File: config.mk
export PLATFORM = sky130hd
export DESIGN_NAME = multi_channel_byte_fifo
export DESIGN_NICKNAME = d
export VERILOG_FILES = /design/src/rtl/mcbf_pkg.sv /design/src/rtl/mcbf_ram.sv /design/src/rtl/mcbf_ctrl.sv /design/src/rtl/mcbf_dp.sv /design/src/rtl/multi_channel_byte_fifo.sv
export SDC_FILE = /design/constraint.sdc
export NUM_CORES = 2
export LEC_CHECK = 0
export ABC_AREA = 0
export BUFFER_PORTS_ARGS = -buffer_cell sky130_fd_sc_hd__buf_2
export CORE_MARGIN = 5
export CORE_UTILIZATION = 30
export DETAILED_ROUTE_END_ITERATION = 8
export SYNTH_ARGS = -nofsm -noshare
export SYNTH_HDL_FRONTEND = slang
export SYNTH_SLANG_ARGS = --single-unit
File: constraint.sdc
create_clock -name i_clk -period 11.15 [get_ports i_clk]
set_input_delay 2.23 -clock i_clk [delete_from_list [all_inputs] [get_ports i_clk]]
set_output_delay 2.23 -clock i_clk [all_outputs]
set_load 0.1 [all_outputs]
File: src/rtl/mcbf_pkg.sv
`default_nettype none

package mcbf_pkg;

    localparam int ACTION_W  = 3;
    localparam int CHANNEL_W = 4;
    localparam int BYTE_W    = 8;

    typedef enum logic [ACTION_W-1:0] {
        ACT_OPEN    = 3'd0,
        ACT_CLOSE   = 3'd1,
        ACT_SEND    = 3'd2,
        ACT_DEQUEUE = 3'd3,
        ACT_QUERY   = 3'd4
    } t_action;

    typedef enum logic [1:0] {
        ST_IDLE = 2'd0,
        ST_EXEC = 2'd1,
        ST_READ = 2'd2
    } t_state;

    typedef struct packed {
        logic capture;      // register the accepted request
        logic commit;       // apply the request to the channel state
        logic load_result;  // load the output register from the decision
        logic load_read;    // load the output register from the store
    } t_ctrl_cmd;

    typedef struct packed {
        logic need_read;    // a dequeue that succeeds and must read the store
        logic out_free;     // the output register can take a result this cycle
    } t_dp_status;

endpackage

`default_nettype wire

File: src/rtl/mcbf_ram.sv
`default_nettype none

module mcbf_ram #(
    parameter int WIDTH = 8,
    parameter int DEPTH = 128
) (
    input  wire logic                                 i_clk,
    input  wire logic                                 i_wr_en,
    input  wire logic [(DEPTH > 1 ? $clog2(DEPTH) : 1)-1:0] i_wr_addr,
    input  wire logic [WIDTH-1:0]                     i_wr_data,
    input  wire logic                                 i_rd_en,
    input  wire logic [(DEPTH > 1 ? $clog2(DEPTH) : 1)-1:0] i_rd_addr,
    output logic      [WIDTH-1:0]                     o_rd_data
);

    logic [WIDTH-1:0] r_mem [DEPTH];
    logic [WIDTH-1:0] r_rd_data;

    always_ff @(posedge i_clk) begin
        if (i_wr_en) begin
            r_mem[i_wr_addr] <= i_wr_data;
        end
        if (i_rd_en) begin
            r_rd_data <= r_mem[i_rd_addr];
        end
    end

    assign o_rd_data = r_rd_data;

endmodule

`default_nettype wire

File: src/rtl/mcbf_ctrl.sv
`default_nettype none

module mcbf_ctrl (
    input  wire logic                   i_clk,
    input  wire logic                   i_rst_n,
    input  wire logic                   i_in_valid,
    output logic                        o_in_stall,
    input  wire mcbf_pkg::t_dp_status   i_status,
    output mcbf_pkg::t_ctrl_cmd         o_cmd
);

    import mcbf_pkg::*;

    t_state    r_state;
    t_state    n_state;
    t_ctrl_cmd cmd;

    always_ff @(posedge i_clk) begin
        if (!i_rst_n) begin
            r_state <= ST_IDLE;
        end else begin
            r_state <= n_state;
        end
    end

    always_comb begin
        n_state = r_state;
        case (r_state)
            ST_IDLE: begin
                if (i_in_valid) begin
                    n_state = ST_EXEC;
                end
            end
            ST_EXEC: begin
                if (i_status.out_free) begin
                    n_state = i_status.need_read ? ST_READ : ST_IDLE;
                end
            end
            ST_READ: begin
                n_state = ST_IDLE;
            end
            default: begin
                n_state = ST_IDLE;
            end
        endcase
    end

    always_comb begin
        cmd        = '0;
        o_in_stall = 1'b1;
        case (r_state)
            ST_IDLE: begin
                o_in_stall  = 1'b0;
                cmd.capture = i_in_valid;
            end
            ST_EXEC: begin
                // Wait here until the previous result has left the output register.
                if (i_status.out_free) begin
                    cmd.commit      = 1'b1;
                    cmd.load_result = !i_status.need_read;
                end
            end
            ST_READ: begin
                cmd.load_read = 1'b1;
            end
            default: begin
                cmd = '0;
            end
        endcase
    end

    assign o_cmd = cmd;

endmodule

`default_nettype wire

File: src/rtl/mcbf_dp.sv
`default_nettype none

module mcbf_dp #(
    parameter int CHANNELS    = 8,
    parameter int QUEUE_DEPTH = 16
) (
    input  wire logic                           i_clk,
    input  wire logic                           i_rst_n,
    input  wire mcbf_pkg::t_ctrl_cmd            i_cmd,
    output mcbf_pkg::t_dp_status                o_status,
    input  wire logic [mcbf_pkg::ACTION_W-1:0]  i_action,
    input  wire logic [mcbf_pkg::CHANNEL_W-1:0] i_channel,
    input  wire logic [mcbf_pkg::BYTE_W-1:0]    i_byte_in,
    input  wire logic                           i_out_stall,
    output logic                                o_out_valid,
    output logic                                o_ok,
    output logic      [mcbf_pkg::BYTE_W-1:0]    o_byte_out,
    output logic                                o_is_empty
);

    import mcbf_pkg::*;

    localparam int CH_W     = (CHANNELS > 1) ? $clog2(CHANNELS) : 1;
    localparam int IDX_W    = $clog2(QUEUE_DEPTH);
    localparam int CNT_W    = $clog2(QUEUE_DEPTH + 1);
    localparam int STORE_D  = CHANNELS * QUEUE_DEPTH;
    localparam int ADDR_W   = (STORE_D > 1) ? $clog2(STORE_D) : 1;

    localparam logic [IDX_W-1:0]     LAST_IDX = IDX_W'(QUEUE_DEPTH - 1);
    localparam logic [CNT_W-1:0]     FULL_CNT = CNT_W'(QUEUE_DEPTH);
    localparam logic [ADDR_W-1:0]    DEPTH_A  = ADDR_W'(QUEUE_DEPTH);
    localparam logic [CHANNEL_W:0]   CH_LIMIT = (CHANNEL_W + 1)'(CHANNELS);

    // Registered request.
    logic [ACTION_W-1:0]  r_action;
    logic [CHANNEL_W-1:0] r_channel;
    logic [BYTE_W-1:0]    r_byte_in;

    // Per-channel control state.
    logic             r_open  [CHANNELS];
    logic [IDX_W-1:0] r_rd_idx[CHANNELS];
    logic [IDX_W-1:0] r_wr_idx[CHANNELS];
    logic [CNT_W-1:0] r_fill  [CHANNELS];

    // Output register.
    logic              r_out_valid;
    logic              n_out_valid;
    logic              r_ok;
    logic [BYTE_W-1:0] r_byte_out;
    logic              r_is_empty;

    logic              ch_valid;
    logic [CH_W-1:0]   sel;
    logic              is_open;
    logic [IDX_W-1:0]  cur_rd;
    logic [IDX_W-1:0]  cur_wr;
    logic [CNT_W-1:0]  cur_fill;
    logic              send_ok;
    logic              deq_ok;
    logic              res_ok;
    logic              res_empty;
    logic              ram_wr_en;
    logic              ram_rd_en;
    logic [ADDR_W-1:0] base_addr;
    logic [ADDR_W-1:0] wr_addr;
    logic [ADDR_W-1:0] rd_addr;
    logic [BYTE_W-1:0] ram_rd_data;

    always_ff @(posedge i_clk) begin
        if (i_cmd.capture) begin
            r_action  <= i_action;
            r_channel <= i_channel;
            r_byte_in <= i_byte_in;
        end
    end

    always_comb begin
        ch_valid = {1'b0, r_channel} < CH_LIMIT;
        sel      = r_channel[CH_W-1:0];
        is_open  = 1'b0;
        cur_rd   = '0;
        cur_wr   = '0;
        cur_fill = '0;
        if (ch_valid) begin
            is_open  = r_open[sel];
            cur_rd   = r_rd_idx[sel];
            cur_wr   = r_wr_idx[sel];
            cur_fill = r_fill[sel];
        end
        send_ok = is_open && (cur_fill != FULL_CNT);
        deq_ok  = is_open && (cur_fill != '0);
    end

    always_comb begin
        res_ok    = 1'b0;
        res_empty = 1'b0;
        ram_wr_en = 1'b0;
        ram_rd_en = 1'b0;
        case (r_action)
            ACT_OPEN, ACT_CLOSE: begin
                res_ok = ch_valid;
            end
            ACT_SEND: begin
                res_ok    = send_ok;
                ram_wr_en = i_cmd.commit && send_ok;
            end
            ACT_DEQUEUE: begin
                res_ok    = deq_ok;
                ram_rd_en = i_cmd.commit && deq_ok;
            end
            ACT_QUERY: begin
                res_ok    = 1'b1;
                res_empty = !deq_ok;
            end
            default: begin
                res_ok = 1'b0;
            end
        endcase
    end

    assign o_status = '{
        need_read: (r_action == ACT_DEQUEUE) && deq_ok,
        out_free:  !r_out_valid || !i_out_stall
    };

    always_ff @(posedge i_clk) begin
        if (!i_rst_n) begin
            for (int c = 0; c < CHANNELS; c++) begin
                r_open[c]   <= 1'b0;
                r_rd_idx[c] <= '0;
                r_wr_idx[c] <= '0;
                r_fill[c]   <= '0;
            end
        end else if (i_cmd.commit && ch_valid) begin
            case (r_action)
                ACT_OPEN, ACT_CLOSE: begin
                    r_open[sel]   <= (r_action == ACT_OPEN);
                    r_rd_idx[sel] <= '0;
                    r_wr_idx[sel] <= '0;
                    r_fill[sel]   <= '0;
                end
                ACT_SEND: begin
                    if (send_ok) begin
                        r_wr_idx[sel] <= (cur_wr == LAST_IDX) ? '0 : cur_wr + 1'b1;
                        r_fill[sel]   <= cur_fill + 1'b1;
                    end
                end
                ACT_DEQUEUE: begin
                    if (deq_ok) begin
                        r_rd_idx[sel] <= (cur_rd == LAST_IDX) ? '0 : cur_rd + 1'b1;
                        r_fill[sel]   <= cur_fill - 1'b1;
                    end
                end
                default: begin
                    r_open[sel] <= r_open[sel];
                end
            endcase
        end
    end

    // Each channel owns a contiguous slice of QUEUE_DEPTH entries in the store.
    assign base_addr = ADDR_W'(sel) * DEPTH_A;
    assign wr_addr   = base_addr + ADDR_W'(cur_wr);
    assign rd_addr   = base_addr + ADDR_W'(cur_rd);

    mcbf_ram #(
        .WIDTH (BYTE_W),
        .DEPTH (STORE_D)
    ) u_store (
        .i_clk     (i_clk),
        .i_wr_en   (ram_wr_en),
        .i_wr_addr (wr_addr),
        .i_wr_data (r_byte_in),
        .i_rd_en   (ram_rd_en),
        .i_rd_addr (rd_addr),
        .o_rd_data (ram_rd_data)
    );

    always_comb begin
        n_out_valid = r_out_valid;
        if (i_cmd.load_result || i_cmd.load_read) begin
            n_out_valid = 1'b1;
        end else if (!i_out_stall) begin
            n_out_valid = 1'b0;
        end
    end

    always_ff @(posedge i_clk) begin
        if (!i_rst_n) begin
            r_out_valid <= 1'b0;
        end else begin
            r_out_valid <= n_out_valid;
        end
    end

    always_ff @(posedge i_clk) begin
        if (i_cmd.load_result) begin
            r_ok       <= res_ok;
            r_byte_out <= '0;
            r_is_empty <= res_empty;
        end else if (i_cmd.load_read) begin
            r_ok       <= 1'b1;
            r_byte_out <= ram_rd_data;
            r_is_empty <= 1'b0;
        end
    end

    assign o_out_valid = r_out_valid;
    assign o_ok        = r_ok;
    assign o_byte_out  = r_byte_out;
    assign o_is_empty  = r_is_empty;

endmodule

`default_nettype wire

File: src/rtl/multi_channel_byte_fifo.sv
// A set of CHANNELS independent byte queues, each QUEUE_DEPTH entries deep
// and each with its own open flag, sharing one byte store with a write port
// and a registered read port. Every accepted request (open, close, send,
// dequeue or empty query on one channel) returns exactly one result
// transaction carrying ok, byte_out and is_empty. The request is registered
// and the result is loaded into the output register from the execute step,
// or, for a dequeue that returns data, from the registered store read in a
// separate read step; the next request is accepted in the cycle after the
// result is loaded, so a new request is taken only once the last is done.
// When the previous result is still held by a downstream stall, a new request
// waits in the execute step until the output register frees. The byte store
// is not cleared after reset and needs no clearing pass: a dequeue only ever
// reads entries written since its channel was last opened.
`default_nettype none

module multi_channel_byte_fifo #(
    parameter int CHANNELS    = 8,
    parameter int QUEUE_DEPTH = 16
) (
    input  wire logic                           i_clk,
    input  wire logic                           i_rst_n,
    input  wire logic                           i_in_valid,
    output logic                                o_in_stall,
    input  wire logic [mcbf_pkg::ACTION_W-1:0]  i_action,
    input  wire logic [mcbf_pkg::CHANNEL_W-1:0] i_channel,
    input  wire logic [mcbf_pkg::BYTE_W-1:0]    i_byte_in,
    output logic                                o_out_valid,
    input  wire logic                           i_out_stall,
    output logic                                o_ok,
    output logic      [mcbf_pkg::BYTE_W-1:0]    o_byte_out,
    output logic                                o_is_empty
);

    import mcbf_pkg::*;

    t_ctrl_cmd  cmd;
    t_dp_status status;

    mcbf_ctrl u_ctrl (
        .i_clk      (i_clk),
        .i_rst_n    (i_rst_n),
        .i_in_valid (i_in_valid),
        .o_in_stall (o_in_stall),
        .i_status   (status),
        .o_cmd      (cmd)
    );

    mcbf_dp #(
        .CHANNELS    (CHANNELS),
        .QUEUE_DEPTH (QUEUE_DEPTH)
    ) u_dp (
        .i_clk       (i_clk),
        .i_rst_n     (i_rst_n),
        .i_cmd       (cmd),
        .o_status    (status),
        .i_action    (i_action),
        .i_channel   (i_channel),
        .i_byte_in   (i_byte_in),
        .i_out_stall (i_out_stall),
        .o_out_valid (o_out_valid),
        .o_ok        (o_ok),
        .o_byte_out  (o_byte_out),
        .o_is_empty  (o_is_empty)
    );

endmodule

`default_nettype wire

* After elaboration in Yosys (flattened, before gate mapping)
Memory sizes are Yosys's and may differ from the RTL's. A register that Yosys moved wholly into a read port is not among the register bits. Index checks and enable logic that the tools add are counted. W data, S select, Z words.
Storage, ports and cells: bits of input ports 19, output and inout bits 12, flip-flop bits (word level) 28, bits in writable memories 1136, memories 5
Cells by class: order comparisons 1, reduce and logical (&&, ||, !) cells 23, bitwise operators 5, equality and inequality tests 12, mux-type cells 67, $add $sub $neg 6
Memory list:
- u_dp.u_store.r_mem | words 128, width 8, rd ports 1, clocked after memory_dff 1, write ports 1, line mcbf_ram.sv:16 | logic [WIDTH-1:0] r_mem [DEPTH];
- u_dp.r_fill | words 8, width 5, rd ports 1, clocked after memory_dff 1, write ports 8, line mcbf_dp.sv:43 | logic [CNT_W-1:0] r_fill [CHANNELS];
- u_dp.r_rd_idx | words 8, width 4, rd ports 1, clocked after memory_dff 1, write ports 8, line mcbf_dp.sv:41 | logic [IDX_W-1:0] r_rd_idx[CHANNELS];
- u_dp.r_wr_idx | words 8, width 4, rd ports 1, clocked after memory_dff 1, write ports 8, line mcbf_dp.sv:42 | logic [IDX_W-1:0] r_wr_idx[CHANNELS];
- u_dp.r_open | words 8, width 1, rd ports 1, clocked after memory_dff 1, write ports 8, line mcbf_dp.sv:40 | logic r_open [CHANNELS];
Operators with widths (number):
- $mux W1 | 40
- $mux W4 | 8
- $mux W3 | 8
- $mux W5 | 4
- $add A7 B4 Y7 | 2
- $reduce_or A4 Y1 | 3
- $mux W2 | 5
- $add A4 B1 Y4 const B | 2
- $eq A4 B4 Y1 const B | 2
- $eq A3 B2 Y1 const B | 2
- $logic_and A1 B1 Y1 | 6
- $add A5 B1 Y5 const B | 1
- $ne A5 B5 Y1 const B | 1
- $or A1 B1 Y1 | 5
- $reduce_bool A5 Y1 | 1
- $reduce_or A5 Y1 | 1
- $sub A5 B1 Y5 const B | 1
- $logic_not A1 Y1 | 4
- $lt A4 B4 Y1 const B | 1
- $ne A2 B2 Y1 const B | 2
- $pmux W1 S4 | 1
- $pmux W2 S2 | 1
- $eq A3 B1 Y1 const B | 1
- $eq A3 B3 Y1 const B | 1
- other kinds (10) | 11

* Longest topological paths before layout
depth in word-level cells 16, mapped depth 16, mapped depth without buffers 12

* Hierarchy
Synthesis repeated with hierarchy kept, for this count alone.
Second synthesis, totals: cells, all modules 2171, area total of the unflattened synthesis 46514.6 sq um
Modules (own cells, without submodules):
- mcbf_ram | seq. area each 30989.7 sq um, instances 1, area an instance 39745.6 sq um, cells an instance 1635
- mcbf_dp | seq. area each 4033.9 sq um, instances 1, area an instance 6660.1 sq um, cells an instance 523
- mcbf_ctrl | seq. area each 40.0 sq um, instances 1, area an instance 108.9 sq um, cells an instance 13

* Worst setup path before layout
Ideal clock, no wire load.
kind input-to-reg, start in i_out_stall, end mem u_dp.u_store.r_mem[14][0], enable pin, arrival 4034 ps, required time 10780 ps, stages on the path 6, path slack 6746 ps, setup time 370 ps, cell sequence and2_1 -> or3b_2 -> nor3_1 -> nand3_1 -> buf_2 -> nor2_1
Between the ends: cells in the longest elaborated chain, start to end 8
RTL lines:
- start, declared | line multi_channel_byte_fifo.sv:28 | input wire logic i_out_stall,
- $logic_not A1 Y1 | line mcbf_dp.sv:123 | out_free: !r_out_valid || !i_out_stall
- $logic_or A1 B1 Y1 | line mcbf_dp.sv:123
- $mux W2 | line mcbf_ctrl.sv:58 | if (i_status.out_free) begin
- $mux W2 | line mcbf_ctrl.sv:51 | case (r_state)
- $logic_and A1 B1 Y1 | line mcbf_dp.sv:105 | ram_wr_en = i_cmd.commit && send_ok;
- $mux W1 | line mcbf_dp.sv:99 | case (r_action)
- $mux W1 | line mcbf_ram.sv:20 | if (i_wr_en) begin
- $mux W1 (implied by the code) | line mcbf_ram.sv:21 | r_mem[i_wr_addr] <= i_wr_data;
- end, declared | line mcbf_ram.sv:16
Every way passes these cells.

==> out/qor.yml <==
yosys:
  synth-async-reset-ratio_pct: 0
  netlist.top_cell.by_area: "edfxtp_1"
  synth_top_area_share_pct: 74.18
  synth.yosys.seq_area_share_pct: 75.13
  synth_area_per_cell_um2: 13.59
  synth.cells.most_frequent: "edfxtp_1 (1153), nand2_1 (915), nand3_1 (299)"
  synth_fp_nets: 3458
  synth_edf_count: 1153
  synthFlopType: "edfxtp_1"
  yosys_warnings: 0
  ys_types: 52
  synth_most_common_cell: "edfxtp_1"
  netlist_area_um2: 46670
  synth_seq_cells: 1175
  ys_top_cells_by_area: "edfxtp_1 (74%), nand2_1 (7.4%), nand3_1 (3.2%), mux2i_1 (2.4%), nor2_1 (2.3%)"
  synth_cells: 3435
detailed_routing:
  drc: 0
  antenna_left: 0
  wl_um: 123900
  drt_iter0_markers: 3361
  vias: 28600
  wl_per_cell_um: 22.22
  viasPerCell: 5.129
  first_pass_iters: 6
setup_path:
  r2r_setup_slack_ns: 5.85
  worstSetupPathDepth: 11
  path_delay_family: "buffers and inverters"
  crit_slowest_cell: "dfxtp_2"
  startpoint_type: "register"
  max_stage_delay_ns: 1.01
  critPathKind: "reg -> reg"
  crit_fanout: 122
  required_ns: 11.72
  reg2reg_depth: 11
  crit_path_end: "u_dp.u_store.o_rd_data[3]$_DFFE_PP_"
  cp.arrival_ns: 5.87
  crit_buf_inv: 2
  path_cells: "mux2i_1 -> a221oi_1 -> nand2_8 -> inv_8 -> buf_4 -> nand2_1 -> a32oi_1 -> nand4_1 -> nand4_1 -> nor2_1 -> nand2_1"
  end_kind: "register"
  r2r-end: "u_dp.u_store.o_rd_data[3]$_DFFE_PP_"
global_route:
  grt_overflow: 0
  grt_pass1_vias: 27240
  use_met2_pct: 23.53
  antenna_found_initial: 0
  grt_util_met3_pct: 2.276
  grt_use_total_pct: 14.65
  grt_first_pass_wirelength_um: 183100
  grtUsageMet1_pct: 20.57
  grt_max_degree: 163
  grt_busiest_layer: "met2"
timing:
  finalSetupViolCount: 0
  rsz0062_at_grt: "false"
  worstMarginPinSlew_ns: 1.208
  final-hold-violation-count: 0
  whs_ns: 0.4538
  fmax_mhz: 188.8
  maxSlewHeadroom_pct: 19.14
  fin_crit_ns: 5.297
  slew_violations: 0
  period_share_pct: 47.50
  setup-tns-final_ns: 0
  fin_skew_ns: 0.03574
  fin_ws_ns: 5.853
clocking:
  clk_pin_slew_ns: 0.06
  worstSkewPairLatency_ns: 0.70
  cts_tree: "done"
  cts_hold_buf: 0
  ctsResizeCount: 0
  htreeDepth: 3
  cts.sinks: 1175
  root_buffer: "clkbuf_16"
  cts_buffers: 118
  clockBufferDepth: 3
  post_cts_buffers: 0
power_and_ir_drop:
  leakage_nw: 17.26
  powerDensity_nw_per_um2: 180.2
  peakVddDrop_mv: 0.1140
  power_mw: 9.515
placed_design:
  dp_cells: 5360
  routabilityCongestion: 0.8070
  dp_slack_ns: 5.690
  place_hpwl_um: 70990
  portBuffers: 30
floorplanning:
  fp-row-count: 144
  initial_core_util_pct: 30.23
  core_area_um2: 154400
  ios: 31
  die-height_um: 404.4
  die-area_um2: 163600
  die_w_um: 404.4
layout:
  drive_gt1_share_pct: 8.071
  multi_input_comb_area_um2: 10710
  area_delta_synth_final_pct: 13.13
  fillers: 14790
  fin_cells: 5577
  ff_latch_area_um2: 35060
  layout.nets: 3459
status:
  status: "finished clean"
worst_hold_path:
  hold_path.class: "reg -> reg"
job:
  drv_cap: 0
[layout by cell type (no fill, tap or decap), types with 2 or more instances in the layout]
cell / netlist / routed
edfxtp_1: 1153 / 1153
nand2_1: 915 / 914
nand3_1: 299 / 299
nor2_1: 283 / 282
nand4_1: 146 / 146
clkbuf_16: 0 / 123
mux2i_1: 112 / 112
a32oi_1: 96 / 96
buf_4: 5 / 53
a31oi_1: 48 / 48
buf_2: 104 / 30
clkbuf_1: 68 / 28
clkinv_1: 0 / 28
dfxtp_1: 22 / 21
mux4_2: 19 / 19
o21ai_0: 19 / 19
clkinv_2: 0 / 17
bufinv_16: 0 / 13
nor3_1: 12 / 11
a21oi_1: 13 / 11
o31ai_1: 10 / 10
o211ai_1: 10 / 10
mux4_1: 8 / 8
nand2b_1: 7 / 7
inv_1: 5 / 5
nor3b_1: 4 / 4
or2_2: 4 / 4
and2_1: 4 / 4
nor2b_1: 4 / 4
mux2_2: 4 / 4
xor2_1: 4 / 4
ha_1: 4 / 4
nand3b_1: 3 / 3
buf_12: 0 / 3
diode_2: 0 / 2
inv_8: 0 / 2
a21oi_4: 0 / 2
or3b_2: 2 / 2
a22oi_1: 2 / 2
clkinv_8: 0 / 2
[tightest hold or removal path, stage by stage, from the launching register on]
cell,delay (ns)
dfxtp_1,0.31
nand2_1,0.05
a21oi_1,0.05
[state kept, by name (all words and copies together), names as in the netlist, named ones only]
name and count:
u_dp.r_channel 4, u_dp.o_ok 1, u_dp.r_byte_in 8, u_dp.u_store.r_mem 1024, u_dp.o_out_valid 1, u_ctrl.r_state 2
u_dp.r_wr_idx 32, u_dp.r_open 8, u_dp.r_rd_idx 32, u_dp.u_store.o_rd_data 8, u_dp.o_byte_out 8, u_dp.r_action 3
u_dp.o_is_empty 1, u_dp.r_fill 40
[metrics by stage]
stage | area (um2) | util (%)
floorplan | 46670 | -
global placement | 48970 | 31.71
detailed placement | 48970 | 31.71
CTS | 52800 | 34.19
finish | 52800 | 34.20
global route | 52800 | 34.19
[logic make-up after synthesis]
logic type / count (synthesis) / share of synthesized area [%]
flip-flops: 1175 / 75.13
buffers and inverters: 211 / 2.056
XOR/XNOR: 5 / 0.09382
AND/OR/NAND/NOR: 1689 / 15.43
multiplexers: 143 / 3.866
AO/OA/AOI/OAI: 208 / 3.327
adder cells (fa/ha/maj): 4 / 0.1072
[where the power goes]
group	total (mW)	internal (mW)	switching, mW
registers	4.89	4.87	0.0134
clock network	3.96	2.30	1.65
logic	0.671	0.169	0.502
total	9.51	7.34	2.17
[worst min path at each step]
stage                                               start                         endpoint  depth (start not counted)
final                     u_dp.o_byte_out[7]$_SDFFE_PP0P_  u_dp.o_byte_out[7]$_SDFFE_PP0P_                          2
after global routing      u_dp.o_byte_out[7]$_SDFFE_PP0P_  u_dp.o_byte_out[7]$_SDFFE_PP0P_                          2
after CTS                 u_dp.o_byte_out[7]$_SDFFE_PP0P_  u_dp.o_byte_out[7]$_SDFFE_PP0P_                          2
after detailed placement  u_dp.o_byte_out[7]$_SDFFE_PP0P_  u_dp.o_byte_out[7]$_SDFFE_PP0P_                          2
after global placement    u_dp.o_byte_out[7]$_SDFFE_PP0P_  u_dp.o_byte_out[7]$_SDFFE_PP0P_                          2
after floorplan            u_ctrl.r_state[1]$_SDFFE_PN0P_   u_ctrl.r_state[0]$_SDFFE_PN0P_                          1
[layout make-up]
class	instances	area share, %
flip-flops and latches	1175	66.41
multi-input cells	2049	20.27
clock buffers	151	6.028
well taps	2044	4.843
clock inverters	64	1.230
repair buffers	86	1.152
inverters	6	0.05687
diodes	2	0.009478
[layer usage]
| layer | wire length (um) | vias to the layer above |
|---|---|---|
| met1 | 53400 | 14500 |
| met4 | 3914 | 0 |
| met2 | 58310 | 1130 |
| met3 | 8315 | 215 |
| met5 | 0 | - |
| li1 | - | 12760 |
Power figures use the tool's default switching activity.
